## src/design/prime_sieve_counter_defines.svh

```systemverilog
// Assertion macros shared by the prime sieve counter modules.
// No dependencies; included by files that carry concurrent checks.
`ifndef PRIME_SIEVE_COUNTER_DEFINES_SVH
`define PRIME_SIEVE_COUNTER_DEFINES_SVH

// Check sampled on clock, ignored while reset is high.
`define PSC_ASSERT(lbl, prop, msg) \
   lbl: assert property (@(posedge clock) disable iff (reset) prop) else $error(msg);

// Check sampled on clock that also holds across reset.
`define PSC_ASSERT_RST(lbl, prop, msg) \
   lbl: assert property (@(posedge clock) prop) else $error(msg);

`endif

```

## src/design/psc_pkg.sv

```systemverilog
// Shared types and constants of the prime sieve counter.
// No dependencies; used by psc_ctrl, psc_datapath and prime_sieve_counter.
package psc_pkg;

   localparam int LIMIT_W = 17;
   localparam int COUNT_W = 13;

   // datapath operations issued by the controller
   typedef enum logic [3:0] {
      OP_NONE       = 4'd0,
      OP_LOAD       = 4'd1,
      OP_CLEAR      = 4'd2,
      OP_SQUARE     = 4'd3,
      OP_MARK_INIT  = 4'd4,
      OP_MARK       = 4'd5,
      OP_SCAN       = 4'd6,
      OP_SET_PRIME  = 4'd7,
      OP_COUNT_INIT = 4'd8,
      OP_COUNT      = 4'd9,
      OP_FLUSH      = 4'd10,
      OP_FINISH     = 4'd11
   } op_type;

   // datapath status seen by the controller
   typedef struct packed {
      logic below_two; // limit below two
      logic ptr_last;  // sweep pointer at last entry
      logic sq_le_n;   // prime squared within limit
      logic mark_end;  // multiple beyond the range
      logic scan_end;  // scan ran off the range
      logic marked;    // scanned entry is composite
      logic out_free;  // result register can take a new item
   } status_type;

endpackage

```

## src/design/psc_ctrl.sv

```systemverilog
// Sequencer of the prime sieve counter: clear, mark, scan and count phases.
// Depends on psc_pkg and prime_sieve_counter_defines.svh.
`include "prime_sieve_counter_defines.svh"

module psc_ctrl (
   input  logic                clock,
   input  logic                reset,
   input  logic                req_valid,
   output logic                req_stall,
   input  psc_pkg::status_type status,
   output psc_pkg::op_type     op
);
   import psc_pkg::*;

   typedef enum logic [9:0] {
      S_IDLE      = 10'b00_0000_0001,
      S_CLEAR     = 10'b00_0000_0010,
      S_SQUARE    = 10'b00_0000_0100,
      S_TEST      = 10'b00_0000_1000,
      S_MARK      = 10'b00_0001_0000,
      S_SCAN      = 10'b00_0010_0000,
      S_SCAN_TEST = 10'b00_0100_0000,
      S_COUNT     = 10'b00_1000_0000,
      S_FLUSH     = 10'b01_0000_0000,
      S_DONE      = 10'b10_0000_0000
   } state_type;

   state_type state_ff, state_in;

   assign req_stall = (state_ff != S_IDLE);

   always_comb begin
      state_in = state_ff;
      op       = OP_NONE;
      case (state_ff)
         S_IDLE: begin
            if (req_valid) begin
               op       = OP_LOAD;
               state_in = S_CLEAR;
            end
         end
         S_CLEAR: begin
            if (status.below_two) begin
               state_in = S_DONE;
            end else begin
               op = OP_CLEAR;
               if (status.ptr_last) begin
                  state_in = S_SQUARE;
               end
            end
         end
         S_SQUARE: begin
            op       = OP_SQUARE;
            state_in = S_TEST;
         end
         S_TEST: begin
            if (status.sq_le_n) begin
               op       = OP_MARK_INIT;
               state_in = S_MARK;
            end else begin
               op       = OP_COUNT_INIT;
               state_in = S_COUNT;
            end
         end
         S_MARK: begin
            op = OP_MARK;
            if (status.mark_end) begin
               state_in = S_SCAN;
            end
         end
         S_SCAN: begin
            op = OP_SCAN;
            if (status.scan_end) begin
               state_in = S_SQUARE;
            end else begin
               state_in = S_SCAN_TEST;
            end
         end
         S_SCAN_TEST: begin
            if (status.marked) begin
               state_in = S_SCAN;
            end else begin
               op       = OP_SET_PRIME;
               state_in = S_SQUARE;
            end
         end
         S_COUNT: begin
            op = OP_COUNT;
            if (status.ptr_last) begin
               state_in = S_FLUSH;
            end
         end
         S_FLUSH: begin
            op       = OP_FLUSH;
            state_in = S_DONE;
         end
         S_DONE: begin
            if (status.out_free) begin
               op       = OP_FINISH;
               state_in = S_IDLE;
            end
         end
         default: begin
            state_in = S_IDLE;
         end
      endcase
   end

   always_ff @(posedge clock) begin
      if (reset) begin
         state_ff <= S_IDLE;
      end else begin
         state_ff <= state_in;
      end
   end

   `PSC_ASSERT(a_load_starts_clear, req_valid && !req_stall |=> state_ff == S_CLEAR, "load lost")

endmodule

```

## config.mk

```make
export PLATFORM = sky130hd
export DESIGN_NAME = psc_ctrl
export DESIGN_NICKNAME = d
export VERILOG_FILES = /design/src/design/psc_pkg.sv /design/src/design/psc_ctrl.sv
export VERILOG_INCLUDE_DIRS = /design/src /design/src/design
export SDC_FILE = /design/constraint.sdc
export NUM_CORES = 1
export LEC_CHECK = 0
export BUFFER_PORTS_ARGS = -buffer_cell sky130_fd_sc_hd__buf_2
export CORE_MARGIN = 3
export CORE_UTILIZATION = 47
export DETAILED_ROUTE_END_ITERATION = 8
export MAX_ROUTING_LAYER = met4
export PLACE_DENSITY = 0.78
export REMOVE_ABC_BUFFERS = 1
export SETUP_SLACK_MARGIN = 0.3
export SYNTH_ARGS = -nofsm -noshare
export SYNTH_HDL_FRONTEND = slang
export SYNTH_SLANG_ARGS = --single-unit
```

## constraint.sdc

```tcl
create_clock -name clock -period 1.9 [get_ports clock]
set_input_delay 0.38 -clock clock [delete_from_list [all_inputs] [get_ports clock]]
set_output_delay 0.38 -clock clock [all_outputs]
set_load 0.01 [all_outputs]
```

==> impl_metrics.json, run 1 <==
{
  "drive_gt1_share_pct": 61.4,
  "slew_headroom_pct": 71.2,
  "dp_cells": 144,
  "min_path_type": "in -> reg",
  "numCtsBuffers": 3,
  "final_area_mm2": 0.00130,
  "setup_ws_ns": -0.566,
  "core_mm2": 0.00140,
  "hold_path_depth": 2,
  "die_h_um": 46.0,
  "layout.nets": 157,
  "largest_reg_flops": 10,
  "path_delay_family": "simple AND/OR/NAND/NOR gates",
  "cts_hold_buf": 0,
  "failed_checks": "negative setup slack",
  "worstMarginPinSlew_ns": 0.428,
  "crit_slowest_cell": "or4_4",
  "setup_viol_count_final": 14,
  "viasPerCell": 7.27,
  "dpl-instance-area_um2": 996,
  "clk_pin_slew_ns": 0.07,
  "grt_overflow_total": 0,
  "num_vias": 1163,
  "path_max_fanout": 4,
  "p_total_uw": 699,
  "clkLatencyLatePin_ns": 0.28,
  "finalCritPeriodShare_pct": 130,
  "crit_type": "reg -> out",
  "diodes": 0,
  "run_status": "finished with violations",
  "rsz0062_at_grt": "true",
  "grt_pass1_vias": 959,
  "final_common_cell": "buf_4",
  "grt_max_degree": 9,
  "timing.hold.ws_ns": 0.275,
  "antenna_found_initial": 0,
  "syn_area_per_cell_um2": 7.82,
  "fin_crit_ns": 2.47,
  "dieArea_mm2": 0.00211,
  "skew_ns": 0.00209,
  "route.detailed.drc": 0,
  "yosysTopAreaCell": "dfxtp_1",
  "cap_violations": 0,
  "critical_path_arrival_ns": 2.09,
  "synth_seq_area_share_pct": 26.7,
  "synth_cell_type_count": 40,
  "p_per_area_mw_per_mm2": 536,
  "vdd_drop_max_mv": 0.435,
  "routedWlPerCell_um": 25.3,
  "io_buffers": 14,
  "required_ns": 1.52,
  "ios": 15,
  "cts-htree-levels": 1,
  "die_w_um": 46.0,
  "grt_first_pass_wirelength_um": 4400,
  "cts_sinks": 10,
  "slowest_delay_ns": 0.57,
  "endpoint_kind": "output port",
  "largest_register": "state_ff",
  "fin_tns_setup_ns": -3.29,
  "cp-start-kind": "register",
  "leakagePower_nw": 0.516,
  "detail-route-antenna-nets": 0,
  "path_cells": "or4_4 > nor4_4 > buf_4 > nand2b_4 > a21o_4 > nand4_1 > buf_2",
  "dp_hpwl_um": 1770,
  "place.gp.congestion": 0.966,
  "initial_utilization_pct": 53.7,
  "rows": 13,
  "cts_tree": "yes",
  "instances_no_fill": 160,
  "clockBufferDepth": 2,
  "max_freq_mhz": 406,
  "largest_registers": "state_ff (10)",
  "drtIter0Drc": 60,
  "clock-root-buffer": "clkbuf_4",
  "drv_slew": 0,
  "drt_wl_total_um": 4040,
  "yosys_warnings": 0,
  "track_usage_pct": 31.4,
  "ys_ff_latch": 10,
  "final_cell_mix": "34 x buf_4, 13 x buf_2, 6 x nand3_1, 6 x nor2_1, 6 x buf_6",
  "worstRegToRegCells": 6,
  "synth_cells": 96,
  "synth_area_leaders": "dfxtp_1 27%, nor4_4 5.7%, nand3_1 4.7%",
  "synth.top_cell.area_share_pct": 26.7,
  "crit_buf_inv": 2,
  "cp_num_cells": 7,
  "area_delta_synth_final_pct": 73.7,
  "timing_hold_violations_final": 0,
  "syn_area_um2": 751,
  "fillers": 43,
  "dr.pass1.iters": 4
}
## cell type report
type                            instances  area, µm²  area share (%)
Clock buffer                            3       22.5            1.73
Inverter                                3       11.3           0.864
Multi-Input combinational cell         76        649            49.8
Sequential cell                        10        214            16.4
Tap cell                               15       18.8            1.44
Timing Repair Buffer                   53        388            29.8
## routing by layer
metal / global-route usage (%) / part of all wire [%]
met2: 49.7 / 44
met3: 7.91 / 13
met5: - / 0
met1: 36.9 / 35
met4: 14.2 / 7.4
## per-stage QoR
| stage | setup slack [ns] | util (%) |
|---|---|---|
| final | -0.566 | 93.2 |
| after detailed placement | -0.138 | 71.2 |
| after CTS | -0.428 | 82.8 |
| after floorplan | -0.0418 | - |
| after global placement | -0.146 | 71.2 |
| after global routing | -0.563 | 93.2 |
## path summary, 6_finish.rpt
| path | from | to | slack [ns] |
|---|---|---|---|
| worst max-delay path | state_ff[2] | op[0] | -0.57 |
| worst min-delay path | status[2] | state_ff[6] | 0.27 |
| worst max register to register | state_ff[2] | state_ff[9] | -0.18 |
| worst min register to register | state_ff[1] | state_ff[1] | 0.66 |
## synthesized netlist by cell type
| cell type | count |
|---|---|
| nand4b_1 | 2 |
| or3_1 | 1 |
| and3_1 | 1 |
| nor4_4 | 2 |
| xor2_1 | 1 |
| nand3_1 | 7 |
| and4b_1 | 1 |
| a31oi_1 | 1 |
| inv_1 | 3 |
| xnor2_1 | 1 |
| o211ai_1 | 2 |
| nor3_1 | 6 |
| nor2b_1 | 1 |
| a311o_1 | 1 |
| a311oi_1 | 1 |
| nor4_1 | 3 |
| a21oi_1 | 5 |
| or4b_2 | 1 |
| a31o_2 | 1 |
| nor2_1 | 7 |
| o22ai_1 | 1 |
| nand2b_2 | 1 |
| o21ai_0 | 5 |
| or4_4 | 1 |
| a211oi_1 | 1 |
| a21o_2 | 1 |
| clkbuf_1 | 2 |
| o32a_1 | 1 |
| or3b_2 | 1 |
| nand2_1 | 6 |
| or3_2 | 1 |
| nand2b_1 | 4 |
| clkbuf_2 | 1 |
| buf_2 | 3 |
| and2_1 | 1 |
| nand4_1 | 2 |
| buf_6 | 1 |
| or4b_1 | 1 |
| dfxtp_1 | 10 |
| nand3b_1 | 4 |
## power breakdown
group | internal (mW) | switching (mW)
clock | 0.0738 | 0.0878
combinational | 0.166 | 0.143
sequential | 0.216 | 0.0124
total | 0.455 | 0.244
## worst reg2reg max path: stages (launching register included)
cell and delay (ns):
dfxtp_2 0.33, or4_4 0.57, nor4_4 0.21, buf_4 0.19
nand2b_4 0.07, or4b_1 0.47, a31oi_1 0.16
## cells by family after synthesis
| family | after synthesis | synth area share, % |
|---|---|---|
| AOI/OAI and AO/OA | 20 | 17.5 |
| xor gates and xnor gates | 2 | 2.33 |
| DFF | 10 | 26.7 |
| and+or+nand+nor | 54 | 46.8 |
| buffers and inverters | 10 | 6.67 |
## repair_timing
action	4_1_cts	5_1_grt
gates resized for setup	26	19
pin swaps	6	10
setup buffers	5	8
endpoints found under the setup margin	15	15
No activity file was read; power rests on OpenSTA's default activity.
==> run 2: changes to the inputs <==
--- a/config.mk
+++ b/config.mk
@@ -8,10 +8,11 @@
 export LEC_CHECK = 0
 export BUFFER_PORTS_ARGS = -buffer_cell sky130_fd_sc_hd__buf_2
 export CORE_MARGIN = 3
-export CORE_UTILIZATION = 47
+export CORE_UTILIZATION = 50
+export CTS_BUF_LIST = sky130_fd_sc_hd__clkbuf_4
 export DETAILED_ROUTE_END_ITERATION = 8
 export MAX_ROUTING_LAYER = met4
-export PLACE_DENSITY = 0.78
+export PLACE_DENSITY = 0.81
 export REMOVE_ABC_BUFFERS = 1
 export SETUP_SLACK_MARGIN = 0.3
 export SYNTH_ARGS = -nofsm -noshare
==> impl_metrics.json, run 2 <==
{
  "run_status": "did not finish",
  "haltStage": "global routing (5_1_grt)",
  "error": "[ERROR DPL-0033] detailed placement checks failed during check placement.",
  "synthMostInstantiatedCell": "dfxtp_1",
  "syn_area_per_cell_um2": 7.82,
  "antenna_found_initial": 0,
  "numCtsBuffers": 3,
  "cts_sinks": 10,
  "grt_max_degree": 9,
  "yosys_warnings": 0,
  "synth.top_cell.area_share_pct": 26.7,
  "crit_endpoint": "op[0]",
  "ios": 15,
  "clock-root-buffer": "clkbuf_4",
  "io_buffers": 14,
  "synth_seq_area_share_pct": 26.7,
  "synth_area_leaders": "dfxtp_1 27%, nor4_4 5.7%, nand3_1 4.7%",
  "endpoint_type": "output port",
  "place.gp.congestion": 0.933,
  "clockBufferDepth": 2,
  "async_flop_share_pct": 0,
  "cts-htree-levels": 1,
  "cts_hold_buf": 0,
  "synth_common_cells": "10 x dfxtp_1, 7 x nand3_1, 7 x nor2_1, 6 x nand2_1, 6 x nor3_1",
  "ys_ff_latch": 10,
  "syn_area_um2": 751,
  "rows": 13,
  "synth_edf_count": 0,
  "synth_ff_type": "dfxtp_1",
  "initial_utilization_pct": 55.6,
  "yosysTopAreaCell": "dfxtp_1",
  "synth_cells": 96,
  "die_h_um": 44.8,
  "die_w_um": 44.8,
  "dp_hpwl_um": 1830,
  "pre_cts_ws_ns": -0.124,
  "synth_cell_type_count": 40
}
==> run 2: cell counts after synthesis <==
No cell type changed its count.
==> run 2: stage by stage <==
step / instance area, µm² / std cells / hold slack, ns / setup TNS, ns
after global placement: 981 / 142 / 0.543 / -0.533
after floorplan: 712 / 89 / 0.449 / -0.0970
after CTS: 1170 / 155 / 0.292 / -1.57
after detailed placement: 981 / 142 / 0.536 / -0.710
==> run 2: kinds of logic after synthesis <==
family / after synthesis / share of synthesized area (%)
buffers and inverters: 10 / 6.67
AND/OR/NAND/NOR: 54 / 46.8
flip-flops: 10 / 26.7
AO/OA/AOI/OAI: 20 / 17.5
XOR/XNOR: 2 / 2.33
==> run 2: repair_timing <==
| action | CTS |
|---|---|
| pin swaps | 10 |
| endpoints found under the hold margin | 0 |
| endpoints found under the setup margin | 15 |
| gates resized for setup | 23 |
| setup buffers | 10 |
==> run 3: changes to the inputs <==
--- a/config.mk
+++ b/config.mk
@@ -7,14 +7,11 @@
 export NUM_CORES = 1
 export LEC_CHECK = 0
 export BUFFER_PORTS_ARGS = -buffer_cell sky130_fd_sc_hd__buf_2
-export CORE_MARGIN = 3
-export CORE_UTILIZATION = 50
-export CTS_BUF_LIST = sky130_fd_sc_hd__clkbuf_4
+export CORE_AREA = 3 3 64 66
 export DETAILED_ROUTE_END_ITERATION = 8
-export MAX_ROUTING_LAYER = met4
-export PLACE_DENSITY = 0.81
+export DIE_AREA = 0 0 67 69
+export PLACE_DENSITY_LB_ADDON = 0.15
 export REMOVE_ABC_BUFFERS = 1
-export SETUP_SLACK_MARGIN = 0.3
 export SYNTH_ARGS = -nofsm -noshare
 export SYNTH_HDL_FRONTEND = slang
 export SYNTH_SLANG_ARGS = --single-unit
==> constraint.sdc (replaced) <==
create_clock -name clock -period 2.5 [get_ports clock]
set_input_delay 0.5 -clock clock [delete_from_list [all_inputs] [get_ports clock]]
set_output_delay 0.5 -clock clock [all_outputs]
set_load 0.01 [all_outputs]
==> impl_metrics.json, run 3 (synthesized netlist as in run 1, its figures left out) <==
{
  "slowest_delay_ns": 0.56,
  "num_vias": 811,
  "p_total_uw": 501,
  "timing.hold.ws_ns": 0.439,
  "worstMarginPinSlew_ns": 0.443,
  "final_common_cell": "buf_2",
  "antenna_found_initial": 0,
  "cp_num_cells": 7,
  "track_usage_pct": 10.2,
  "viasPerCell": 4.95,
  "layout.nets": 127,
  "cap_violations": 0,
  "drtIter0Drc": 34,
  "run_status": "complete, no violations",
  "drt_wl_total_um": 2190,
  "slew_headroom_pct": 70.2,
  "clock-root-buffer": "clkbuf_8",
  "fin_tns_setup_ns": 0,
  "dp_cells": 156,
  "fin_crit_ns": 2.40,
  "pre_cts_ws_ns": 0.170,
  "drv_slew": 0,
  "vdd_drop_max_mv": 0.146,
  "cp-start-kind": "register",
  "initial_utilization_pct": 20.7,
  "die_h_um": 69,
  "hold_path_depth": 2,
  "p_per_area_mw_per_mm2": 502,
  "grt_pass1_vias": 814,
  "worstRegToRegCells": 8,
  "clockBufferDepth": 2,
  "cts_tree": "yes",
  "hold_start": "status[2]",
  "die_w_um": 67,
  "core_mm2": 0.00363,
  "numCtsBuffers": 3,
  "path_delay_family": "simple AND/OR/NAND/NOR gates",
  "timing_hold_violations_final": 0,
  "clk_pin_slew_ns": 0.05,
  "dr.pass1.iters": 5,
  "largest_reg_flops": 10,
  "cts_hold_buf": 0,
  "endpoint_kind": "output port",
  "skew_ns": 0.00256,
  "dp_hpwl_um": 1740,
  "crit_slowest_cell": "or4_4",
  "path_max_fanout": 4,
  "dieArea_mm2": 0.00462,
  "r2r-start": "state_ff[4]",
  "required_ns": 2.00,
  "clkLatencyLatePin_ns": 0.24,
  "instances_no_fill": 164,
  "setup_ws_ns": 0.0992,
  "drive_gt1_share_pct": 34.5,
  "critical_path_arrival_ns": 1.90,
  "crit_type": "reg -> out",
  "cts_sinks": 10,
  "cts-htree-levels": 1,
  "detail-route-antenna-nets": 0,
  "routedWlPerCell_um": 13.4,
  "min_path_type": "in -> reg",
  "largest_register": "state_ff",
  "leakagePower_nw": 0.362,
  "crit_buf_inv": 2,
  "grt_overflow_total": 0,
  "route.detailed.drc": 0,
  "setup_viol_count_final": 0,
  "place.gp.congestion": 0.824,
  "diodes": 0,
  "rows": 22,
  "final_cell_mix": "14 x buf_2, 9 x buf_4, 7 x nand3_1, 7 x nor2_1, 7 x dfxtp_1",
  "max_freq_mhz": 417,
  "largest_registers": "state_ff (10)",
  "finalCritPeriodShare_pct": 96.0,
  "path_cells": "or4_4 > nor4_4 > buf_4 > nand2b_4 > a21o_4 > nand4_1 > buf_2",
  "ios": 15,
  "crit_start": "state_ff[4]",
  "grt_first_pass_wirelength_um": 3660,
  "grt_max_degree": 10,
  "area_delta_synth_final_pct": 32.8,
  "io_buffers": 14
}
-- run 3: area by class of cell --
class	instances	area, µm²
Multi-Input combinational cell	76	527
Fill cell	390	2640
Clock buffer	4	55.1
Inverter	3	11.3
Sequential cell	10	206
Timing Repair Buffer	23	138
Tap cell	48	60.1
-- run 3: routing by layer --
layer | vias up | global-route usage (%) | part of all wire [%]
li1 | 403 | - | -
met1 | 375 | 12.0 | 43
met2 | 26 | 15.9 | 48
met3 | 7 | 2.28 | 5.8
met4 | 0 | 7.21 | 3.1
met5 | - | 0 | 0
-- run 3: what timing repair did --
item,4_1_cts,5_1_grt
gates resized for setup,6,2
setup buffers,3,1
endpoints found under the setup margin,3,4
pin swaps,3,1
-- run 3: metrics by stage --
stage / cell area, µm² / util, %
final: 997 / 27.4
after global routing: 997 / 27.4
after floorplan: 712 / -
after CTS: 975 / 26.8
after detailed placement: 880 / 24.2
after global placement: 880 / 24.2
-- run 3: final timing paths --
| path | to | slack [ns] |
|---|---|---|
| hold / removal | state_ff[6] | 0.44 |
| setup reg to reg | state_ff[0] | 0.30 |
| hold reg to reg | state_ff[2] | 0.54 |
| setup / recovery | op[0] | 0.1 |
-- run 3: report_power, final --
group | internal, mW | switching (mW) | total (mW)
clock | 0.139 | 0.0700 | 0.209
sequential | 0.163 | 0.0132 | 0.176
combinational | 0.0609 | 0.0544 | 0.115
total | 0.363 | 0.138 | 0.501
